$ cat src/design/amse_pkg.sv
// shared types, widths and register codes for the alpha mask span extractor
// no dependencies
`default_nettype none

package amse_pkg;

    localparam int MAX_DIM  = 4096;
    localparam int DIM_W    = $clog2(MAX_DIM);
    localparam int DIM_CW   = $clog2(MAX_DIM + 1);
    localparam int CNT1_W   = DIM_W + 1;

    localparam int ALPHA_W  = 8;
    localparam int ORIGIN_W = 15;
    localparam int RECT_W   = 13;
    localparam int SPAN_X_W = 16;
    localparam int SPAN_Y_W = 16;
    localparam int SPAN_W_W = 13;

    localparam int CFG_IDX_W  = 2;
    localparam int CFG_DATA_W = 15;

    localparam int CMP_W = (RECT_W > DIM_CW) ? RECT_W : DIM_CW;
    localparam int SUM_W = ((ORIGIN_W > DIM_W) ? ORIGIN_W : DIM_W) + 1;

    typedef enum logic [CFG_IDX_W-1:0] {
        REG_ORIGIN_X    = 2'd0,
        REG_ORIGIN_Y    = 2'd1,
        REG_RECT_WIDTH  = 2'd2,
        REG_RECT_HEIGHT = 2'd3
    } reg_idx_t;

    typedef struct packed {
        logic [ORIGIN_W-1:0] origin_x;
        logic [ORIGIN_W-1:0] origin_y;
        logic [DIM_CW-1:0]   width_eff;
        logic [DIM_CW-1:0]   height_eff;
    } cfg_t;

    typedef struct packed {
        logic [SPAN_X_W-1:0] x;
        logic [SPAN_Y_W-1:0] y;
        logic [SPAN_W_W-1:0] width;
    } span_t;

    // zero acts as one, anything above the limit acts as the limit
    function automatic logic [DIM_CW-1:0] clamp_dim(input logic [RECT_W-1:0] v);
        logic [CMP_W-1:0] ext;
        ext = CMP_W'(v);
        if (ext == '0)
        begin
            return DIM_CW'(1);
        end
        else if (ext > CMP_W'(MAX_DIM))
        begin
            return DIM_CW'(MAX_DIM);
        end
        else
        begin
            return DIM_CW'(ext);
        end
    endfunction

endpackage

`default_nettype wire

$ cat src/design/alpha_mask_span_extractor.sv
// alpha mask span extractor: one alpha byte in per item, zero or one span out
// a span passes the pixel register and then the result register before it is shown
// throughput: one item per cycle; the pixel register stalls only while a span
// is waiting in the full result register
// reset: asynchronous active low; resets config, counters, run state, valid bits
// depends on amse_pkg, amse_cfg, amse_scan, amse_out
`default_nettype none

module alpha_mask_span_extractor (
    input  wire logic                            clk,
    input  wire logic                            rst_n,
    input  wire logic                            cfg_wr_en,
    input  wire logic [amse_pkg::CFG_IDX_W-1:0]  cfg_index,
    input  wire logic [amse_pkg::CFG_DATA_W-1:0] cfg_data,
    input  wire logic                            in_valid,
    output logic                                 in_stall,
    input  wire logic [amse_pkg::ALPHA_W-1:0]    alpha,
    output logic                                 out_valid,
    input  wire logic                            out_stall,
    output logic [amse_pkg::SPAN_X_W-1:0]        span_x,
    output logic [amse_pkg::SPAN_Y_W-1:0]        span_y,
    output logic [amse_pkg::SPAN_W_W-1:0]        span_width
);
    import amse_pkg::*;

    cfg_t  cfg;
    span_t span;
    logic  span_load;
    logic  out_free;

    amse_cfg u_cfg (
        .clk       (clk),
        .rst_n     (rst_n),
        .cfg_wr_en (cfg_wr_en),
        .cfg_index (cfg_index),
        .cfg_data  (cfg_data),
        .cfg       (cfg)
    );

    amse_scan u_scan (
        .clk       (clk),
        .rst_n     (rst_n),
        .cfg       (cfg),
        .in_valid  (in_valid),
        .in_stall  (in_stall),
        .alpha     (alpha),
        .out_free  (out_free),
        .span_load (span_load),
        .span      (span)
    );

    amse_out u_out (
        .clk        (clk),
        .rst_n      (rst_n),
        .span_load  (span_load),
        .span       (span),
        .out_free   (out_free),
        .out_valid  (out_valid),
        .out_stall  (out_stall),
        .span_x     (span_x),
        .span_y     (span_y),
        .span_width (span_width)
    );

endmodule

`default_nettype wire

$ cat src/design/amse_cfg.sv
// configuration registers with size clamping
// depends on amse_pkg
`default_nettype none

module amse_cfg (
    input  wire logic                           clk,
    input  wire logic                           rst_n,
    input  wire logic                           cfg_wr_en,
    input  wire logic [amse_pkg::CFG_IDX_W-1:0] cfg_index,
    input  wire logic [amse_pkg::CFG_DATA_W-1:0] cfg_data,
    output amse_pkg::cfg_t                      cfg
);
    import amse_pkg::*;

    logic [ORIGIN_W-1:0] origin_x_reg;
    logic [ORIGIN_W-1:0] origin_y_reg;
    logic [RECT_W-1:0]   rect_width_reg;
    logic [RECT_W-1:0]   rect_height_reg;

    always_ff @(posedge clk or negedge rst_n)
    begin
        if (!rst_n)
        begin
            origin_x_reg    <= '0;
            origin_y_reg    <= '0;
            rect_width_reg  <= RECT_W'(1);
            rect_height_reg <= RECT_W'(1);
        end
        else if (cfg_wr_en)
        begin
            case (reg_idx_t'(cfg_index))
                REG_ORIGIN_X:    origin_x_reg    <= cfg_data[ORIGIN_W-1:0];
                REG_ORIGIN_Y:    origin_y_reg    <= cfg_data[ORIGIN_W-1:0];
                REG_RECT_WIDTH:  rect_width_reg  <= cfg_data[RECT_W-1:0];
                REG_RECT_HEIGHT: rect_height_reg <= cfg_data[RECT_W-1:0];
                default:         ;
            endcase
        end
    end

    always_comb
    begin
        cfg.origin_x   = origin_x_reg;
        cfg.origin_y   = origin_y_reg;
        cfg.width_eff  = clamp_dim(rect_width_reg);
        cfg.height_eff = clamp_dim(rect_height_reg);
    end

endmodule

`default_nettype wire

$ cat src/design/amse_scan.sv
// input register, column and row counters and per-pixel run detection
// depends on amse_pkg
`default_nettype none

module amse_scan (
    input  wire logic                         clk,
    input  wire logic                         rst_n,
    input  wire amse_pkg::cfg_t               cfg,
    input  wire logic                         in_valid,
    output logic                              in_stall,
    input  wire logic [amse_pkg::ALPHA_W-1:0] alpha,
    input  wire logic                         out_free,
    output logic                              span_load,
    output amse_pkg::span_t                   span
);
    import amse_pkg::*;

    logic               pix_valid_reg;
    logic [ALPHA_W-1:0] alpha_reg;
    logic [DIM_W-1:0]   column_reg;
    logic [DIM_W-1:0]   column_next;
    logic [DIM_W-1:0]   row_reg;
    logic [DIM_W-1:0]   row_next;
    logic               in_run_reg;
    logic               in_run_next;
    logic [DIM_W-1:0]   run_start_reg;
    logic [DIM_W-1:0]   run_start_next;

    logic               opaque;
    logic               last_col;
    logic               last_row;
    logic               emit;
    logic               consume;
    logic [DIM_W-1:0]   start;
    logic [CNT1_W-1:0]  col_plus1;
    logic [CNT1_W-1:0]  row_plus1;
    logic [CNT1_W-1:0]  run_end;
    logic [CNT1_W-1:0]  run_len;
    logic [SUM_W-1:0]   sum_x;
    logic [SUM_W-1:0]   sum_y;

    always_comb
    begin
        opaque    = (alpha_reg != '0);
        col_plus1 = CNT1_W'(column_reg) + CNT1_W'(1);
        row_plus1 = CNT1_W'(row_reg) + CNT1_W'(1);
        last_col  = (col_plus1 >= CNT1_W'(cfg.width_eff));
        last_row  = (row_plus1 >= CNT1_W'(cfg.height_eff));
        start     = in_run_reg ? run_start_reg : column_reg;
        emit      = opaque ? last_col : in_run_reg;
        run_end   = opaque ? col_plus1 : CNT1_W'(column_reg);
        run_len   = run_end - CNT1_W'(start);
        sum_x     = SUM_W'(cfg.origin_x) + SUM_W'(start);
        sum_y     = SUM_W'(cfg.origin_y) + SUM_W'(row_reg);

        consume   = pix_valid_reg && (!emit || out_free);
        in_stall  = pix_valid_reg && !consume;
        span_load = pix_valid_reg && emit && out_free;

        span.x     = SPAN_X_W'(sum_x);
        span.y     = SPAN_Y_W'(sum_y);
        span.width = SPAN_W_W'(run_len);
    end

    always_comb
    begin
        column_next    = last_col ? '0 : col_plus1[DIM_W-1:0];
        row_next       = last_col ? (last_row ? '0 : row_plus1[DIM_W-1:0]) : row_reg;
        in_run_next    = opaque && !last_col;
        run_start_next = (opaque && !in_run_reg) ? column_reg : run_start_reg;
    end

    always_ff @(posedge clk or negedge rst_n)
    begin
        if (!rst_n)
        begin
            pix_valid_reg <= 1'b0;
            column_reg    <= '0;
            row_reg       <= '0;
            in_run_reg    <= 1'b0;
            run_start_reg <= '0;
        end
        else
        begin
            if (!in_stall)
            begin
                pix_valid_reg <= in_valid;
            end
            if (consume)
            begin
                column_reg    <= column_next;
                row_reg       <= row_next;
                in_run_reg    <= in_run_next;
                run_start_reg <= run_start_next;
            end
        end
    end

    always_ff @(posedge clk)
    begin
        if (!in_stall && in_valid)
        begin
            alpha_reg <= alpha;
        end
    end

endmodule

`default_nettype wire

$ cat src/design/amse_out.sv
// result register holding one span until it is taken
// depends on amse_pkg
`default_nettype none

module amse_out (
    input  wire logic                          clk,
    input  wire logic                          rst_n,
    input  wire logic                          span_load,
    input  wire amse_pkg::span_t               span,
    output logic                               out_free,
    output logic                               out_valid,
    input  wire logic                          out_stall,
    output logic [amse_pkg::SPAN_X_W-1:0]      span_x,
    output logic [amse_pkg::SPAN_Y_W-1:0]      span_y,
    output logic [amse_pkg::SPAN_W_W-1:0]      span_width
);
    import amse_pkg::*;

    logic  valid_reg;
    logic  valid_next;
    span_t span_reg;

    always_comb
    begin
        out_free   = !valid_reg || !out_stall;
        valid_next = span_load || (valid_reg && !out_free);
    end

    always_ff @(posedge clk or negedge rst_n)
    begin
        if (!rst_n)
        begin
            valid_reg <= 1'b0;
        end
        else
        begin
            valid_reg <= valid_next;
        end
    end

    always_ff @(posedge clk)
    begin
        if (span_load)
        begin
            span_reg <= span;
        end
    end

    assign out_valid  = valid_reg;
    assign span_x     = span_reg.x;
    assign span_y     = span_reg.y;
    assign span_width = span_reg.width;

endmodule

`default_nettype wire

$ cat config.mk
export PLATFORM = sky130hd
export DESIGN_NAME = alpha_mask_span_extractor
export DESIGN_NICKNAME = d
export VERILOG_FILES = /design/src/design/amse_pkg.sv /design/src/design/alpha_mask_span_extractor.sv /design/src/design/amse_cfg.sv /design/src/design/amse_scan.sv /design/src/design/amse_out.sv
export SDC_FILE = /design/constraint.sdc
export NUM_CORES = 1
export LEC_CHECK = 0
export BUFFER_PORTS_ARGS = -buffer_cell sky130_fd_sc_hd__buf_2
export CAP_MARGIN = 15
export CELL_PAD_IN_SITES_DETAIL_PLACEMENT = 0
export CELL_PAD_IN_SITES_GLOBAL_PLACEMENT = 2
export CORE_MARGIN = 3
export CORE_UTILIZATION = 40
export DETAILED_ROUTE_END_ITERATION = 7
export GPL_ROUTABILITY_DRIVEN = 1
export PLACE_DENSITY_LB_ADDON = 0.1
export REMOVE_ABC_BUFFERS = 1
export SETUP_SLACK_MARGIN = 0.05
export SKIP_LAST_GASP = 1
export SLEW_MARGIN = 10
export SYNTH_ARGS = -nofsm -noshare
export SYNTH_HDL_FRONTEND = slang
export SYNTH_HIERARCHICAL = 1
export SYNTH_SLANG_ARGS = --single-unit
$ cat constraint.sdc
create_clock -name clk -period 10 [get_ports clk]
set_input_delay 1.5 -clock clk [delete_from_list [all_inputs] [get_ports clk]]
set_output_delay 1.5 -clock clk [all_outputs]
set_load 0.005 [all_outputs]
==> results.sh <==
export IMPL_status="complete, no violations"
export IMPL_r2r_start="u_scan/column_reg[0]"
export IMPL_clkTransAtPathRegs_ns=0.06
export IMPL_syn_instance_count=825
export IMPL_area_growth_pct=13.52
export IMPL_clock_latency_ns=0.42
export IMPL_yosys_cell_types_count=65
export IMPL_worst_pin_slew_ns=1.136
export IMPL_finalNonFillerCells=1181
export IMPL_crit_path_end_kind="primary output"
export IMPL_slew_headroom_pct=23.85
export IMPL_cts_resized=0
export IMPL_synthArstFlopShare_pct=64.19
export IMPL_antenna_cells=0
export IMPL_nNetsFinal=990
export IMPL_min_from="u_scan/run_start_reg[5]"
export IMPL_syn_cell_area_mm2=0.008912
export IMPL_cts_buffers=17
export IMPL_ir_drop_v=0.0001203
export IMPL_postCtsSetupBuffers=0
export IMPL_antenna_found_initial=0
export IMPL_ys_ff_latch=148
export IMPL_yosys_area_share_simple_pct=13.55
export IMPL_pin_count=77
export IMPL_die_h_um=155.3
export IMPL_finalCritPeriodShare_pct=54.02
export IMPL_drt_pass1_iterations=5
export IMPL_cap_violations=0
export IMPL_fp_dieW_um=155.3
export IMPL_post_route_util_pct=47.09
export IMPL_core_area_mm2=0.02149
export IMPL_synth_compound_area_share_pct=11.47
export IMPL_synth_edf_count=53
export IMPL_synth_flop_cell="dfrtp_1"
export IMPL_maxSlewViolCount=0
export IMPL_grtUsageTotal_pct=17.55
export IMPL_htreeDepth=4
export IMPL_synthAdderAreaFrac_pct=9.659
export IMPL_yosys_warnings=6
export IMPL_grt_pass1_wl_mm=33.30
export IMPL_path_class="reg -> out"
export IMPL_die_area_mm2=0.02411
export IMPL_placed_cells=1149
export IMPL_start_kind="flop"
export IMPL_setup_viol=0
export IMPL_required_ns=8.50
export IMPL_ant_nets=0
export IMPL_drive_gt1_share_pct=21.74
export IMPL_postCtsHoldBufs=0
export IMPL_cts_buffer_depth=2
export IMPL_drt_wl_total_mm=20.44
export IMPL_crit_start="u_scan/column_reg[0]"
export IMPL_viasPerCell=5.261
export IMPL_drt_wirelength_per_cell_um=17.31
export IMPL_powerDensity_mw_per_mm2=242.4
export IMPL_muxShareOfSynthArea_pct=10.88
export IMPL_drc=0
export IMPL_syn_avg_cell_area_um2=10.80
export IMPL_path_max_fanout=7
export IMPL_p_leak_nw=4.608
export IMPL_hold_viol_final=0
export IMPL_drt_iter0_markers=305
export IMPL_fmax_ghz=0.1851
export IMPL_final_setup_tns_ns=0
export IMPL_cts_num_sinks=148
export IMPL_tritoncts="yes"
export IMPL_finalWorstPathRequiredPeriod_ns=5.402
export IMPL_clockRootBuffer="clkbuf_16"
export IMPL_cp_arrival_ns=3.90
export IMPL_grt_max_degree=66
export IMPL_row_count=53
export IMPL_holdCritPathClass="reg -> reg"
export IMPL_vias=6213
export IMPL_synthXorXnorAreaFrac_pct=5.602
export IMPL_grt_setup_unrepaired="no"
export IMPL_overflow=0
export IMPL_grt_pass1_vias=6097
export IMPL_gp_congestion=0.8096
export IMPL_ys_seq_area_share_pct=44.56
export IMPL_dp_hpwl_mm=15.49
export IMPL_start_util_pct=41.48
export IMPL_finClkSkew_ns=0.01357
export IMPL_portBuffers=76
export IMPL_synth_top_family_by_area="simple AND/OR/NAND/NOR gates"
## per-layer routing
layer / vias to the layer above / part of all wire, % / track usage [%] / wire length [um]
met1: 3012 / 51 / 26.07 / 10490
met3: 16 / 3.7 / 3.199 / 753
met5: - / 0 / 0 / 0
met4: 0 / 1.2 / 4.794 / 253
li1: 3057 / - / - / -
met2: 128 / 44 / 26.42 / 8943
## worst paths after layout
| path | end | slack (ns) | cells past startpoint |
|---|---|---|---|
| worst max-delay path | in_stall | 4.60 | 14 |
| worst min-delay path | u_scan/run_start_reg[5] | 0.49 | 1 |
| worst max register to register | u_scan/run_start_reg[9] | 5.53 | 12 |
| worst min register to register | u_scan/run_start_reg[5] | 0.49 | 1 |
| max in group asynchronous | u_cfg/origin_x_reg[8] | 7.80 | 2 |
| min in group asynchronous | u_scan/row_reg[2] | 1.00 | 1 |
## per-stage QoR
step	setup slack [ns]	hold WS, ns	instance area (um2)	total power [mW]
finish	4.598	0.4892	10120	2.452
global route	4.217	0.5151	10120	2.637
CTS	4.584	0.4890	10120	2.479
detailed placement	5.050	0.4754	9507	1.808
global placement	5.131	0.4671	9507	1.789
floorplan	5.669	0.4578	8763	1.539
## area by class of cell
class / instances / area [um2]
repair buffers: 78 / 397.9
fillers: 2003 / 11370
clock buffers: 26 / 520.5
well taps: 275 / 344.1
inverters: 62 / 232.7
clock inverters: 6 / 90.09
flip-flops and latches: 148 / 3971
multi-input cells: 586 / 4561
## placed cells by master, fill, tap and decap left out, drive strengths merged, types with 18 or more instances in the layout
master	synthesis	routed
nor2b	41	41
inv	62	64
ha	64	64
mux2	71	71
edfxtp	53	53
clkbuf	18	26
xor2	21	21
nor2	45	45
buf	11	78
o21ai	41	41
nand2	42	42
a21oi	39	39
dfrtp	93	93
xnor2	36	36
nand3	18	18
## critical path: stages, from the launching register on
cell     delay (ns)
dfrtp_1        0.48
ha_1           0.28
nand3_1        0.21
nor2_1         0.32
nand3_1        0.24
nor2_1         0.17
xor2_1         0.09
ha_1           0.33
nand4_1        0.09
nor3_1         0.33
nand3_1        0.31
a31oi_1        0.30
nand2_1        0.13
nor2_1         0.10
buf_2          0.11
## logic make-up (layout without fill, tap and decap cells)
group | after synthesis | count (layout)
DFF | 148 | 148
AOI/OAI and AO/OA | 152 | 152
adders and majority gates | 67 | 67
buffers and inverters | 91 | 172
muxes | 88 | 88
xor gates and xnor gates | 57 | 57
and+or+nand+nor | 222 | 222
## where the power goes
| part | switching, mW | internal [mW] | leakage, nW |
|---|---|---|---|
| clock | 0.250 | 0.411 | 0.293 |
| sequential | 0.0929 | 0.784 | 1.66 |
| combinational | 0.498 | 0.416 | 2.65 |
| total | 0.841 | 1.61 | 4.61 |
## synthesized netlist by cell type, types with 5 or more instances
library cell  number  area, um2
nand2_1           42      157.7
and3_1             8      50.05
nor2_1            44      165.2
a22o_1            10      87.58
nor3_1            10      50.05
nand2b_1          13      81.33
a21o_1            15      112.6
mux2i_1           17      170.2
nor4_1             8      50.05
nor2b_1           41      256.5
inv_1             62      232.7
xnor2_1           36      315.3
o21a_1            14      105.1
clkbuf_1          17      63.81
dfrtp_1           93       2327
buf_4              5      37.54
xor2_1            21      183.9
nand3_1           17      85.08
o21bai_1           5      37.54
o21ai_0           36      180.2
a21oi_1           38      190.2
or3_1              9      56.30
ha_1              64      800.8
mux2_2            68      765.7
edfxtp_1          53       1592
(Power assumes the default switching activity.)
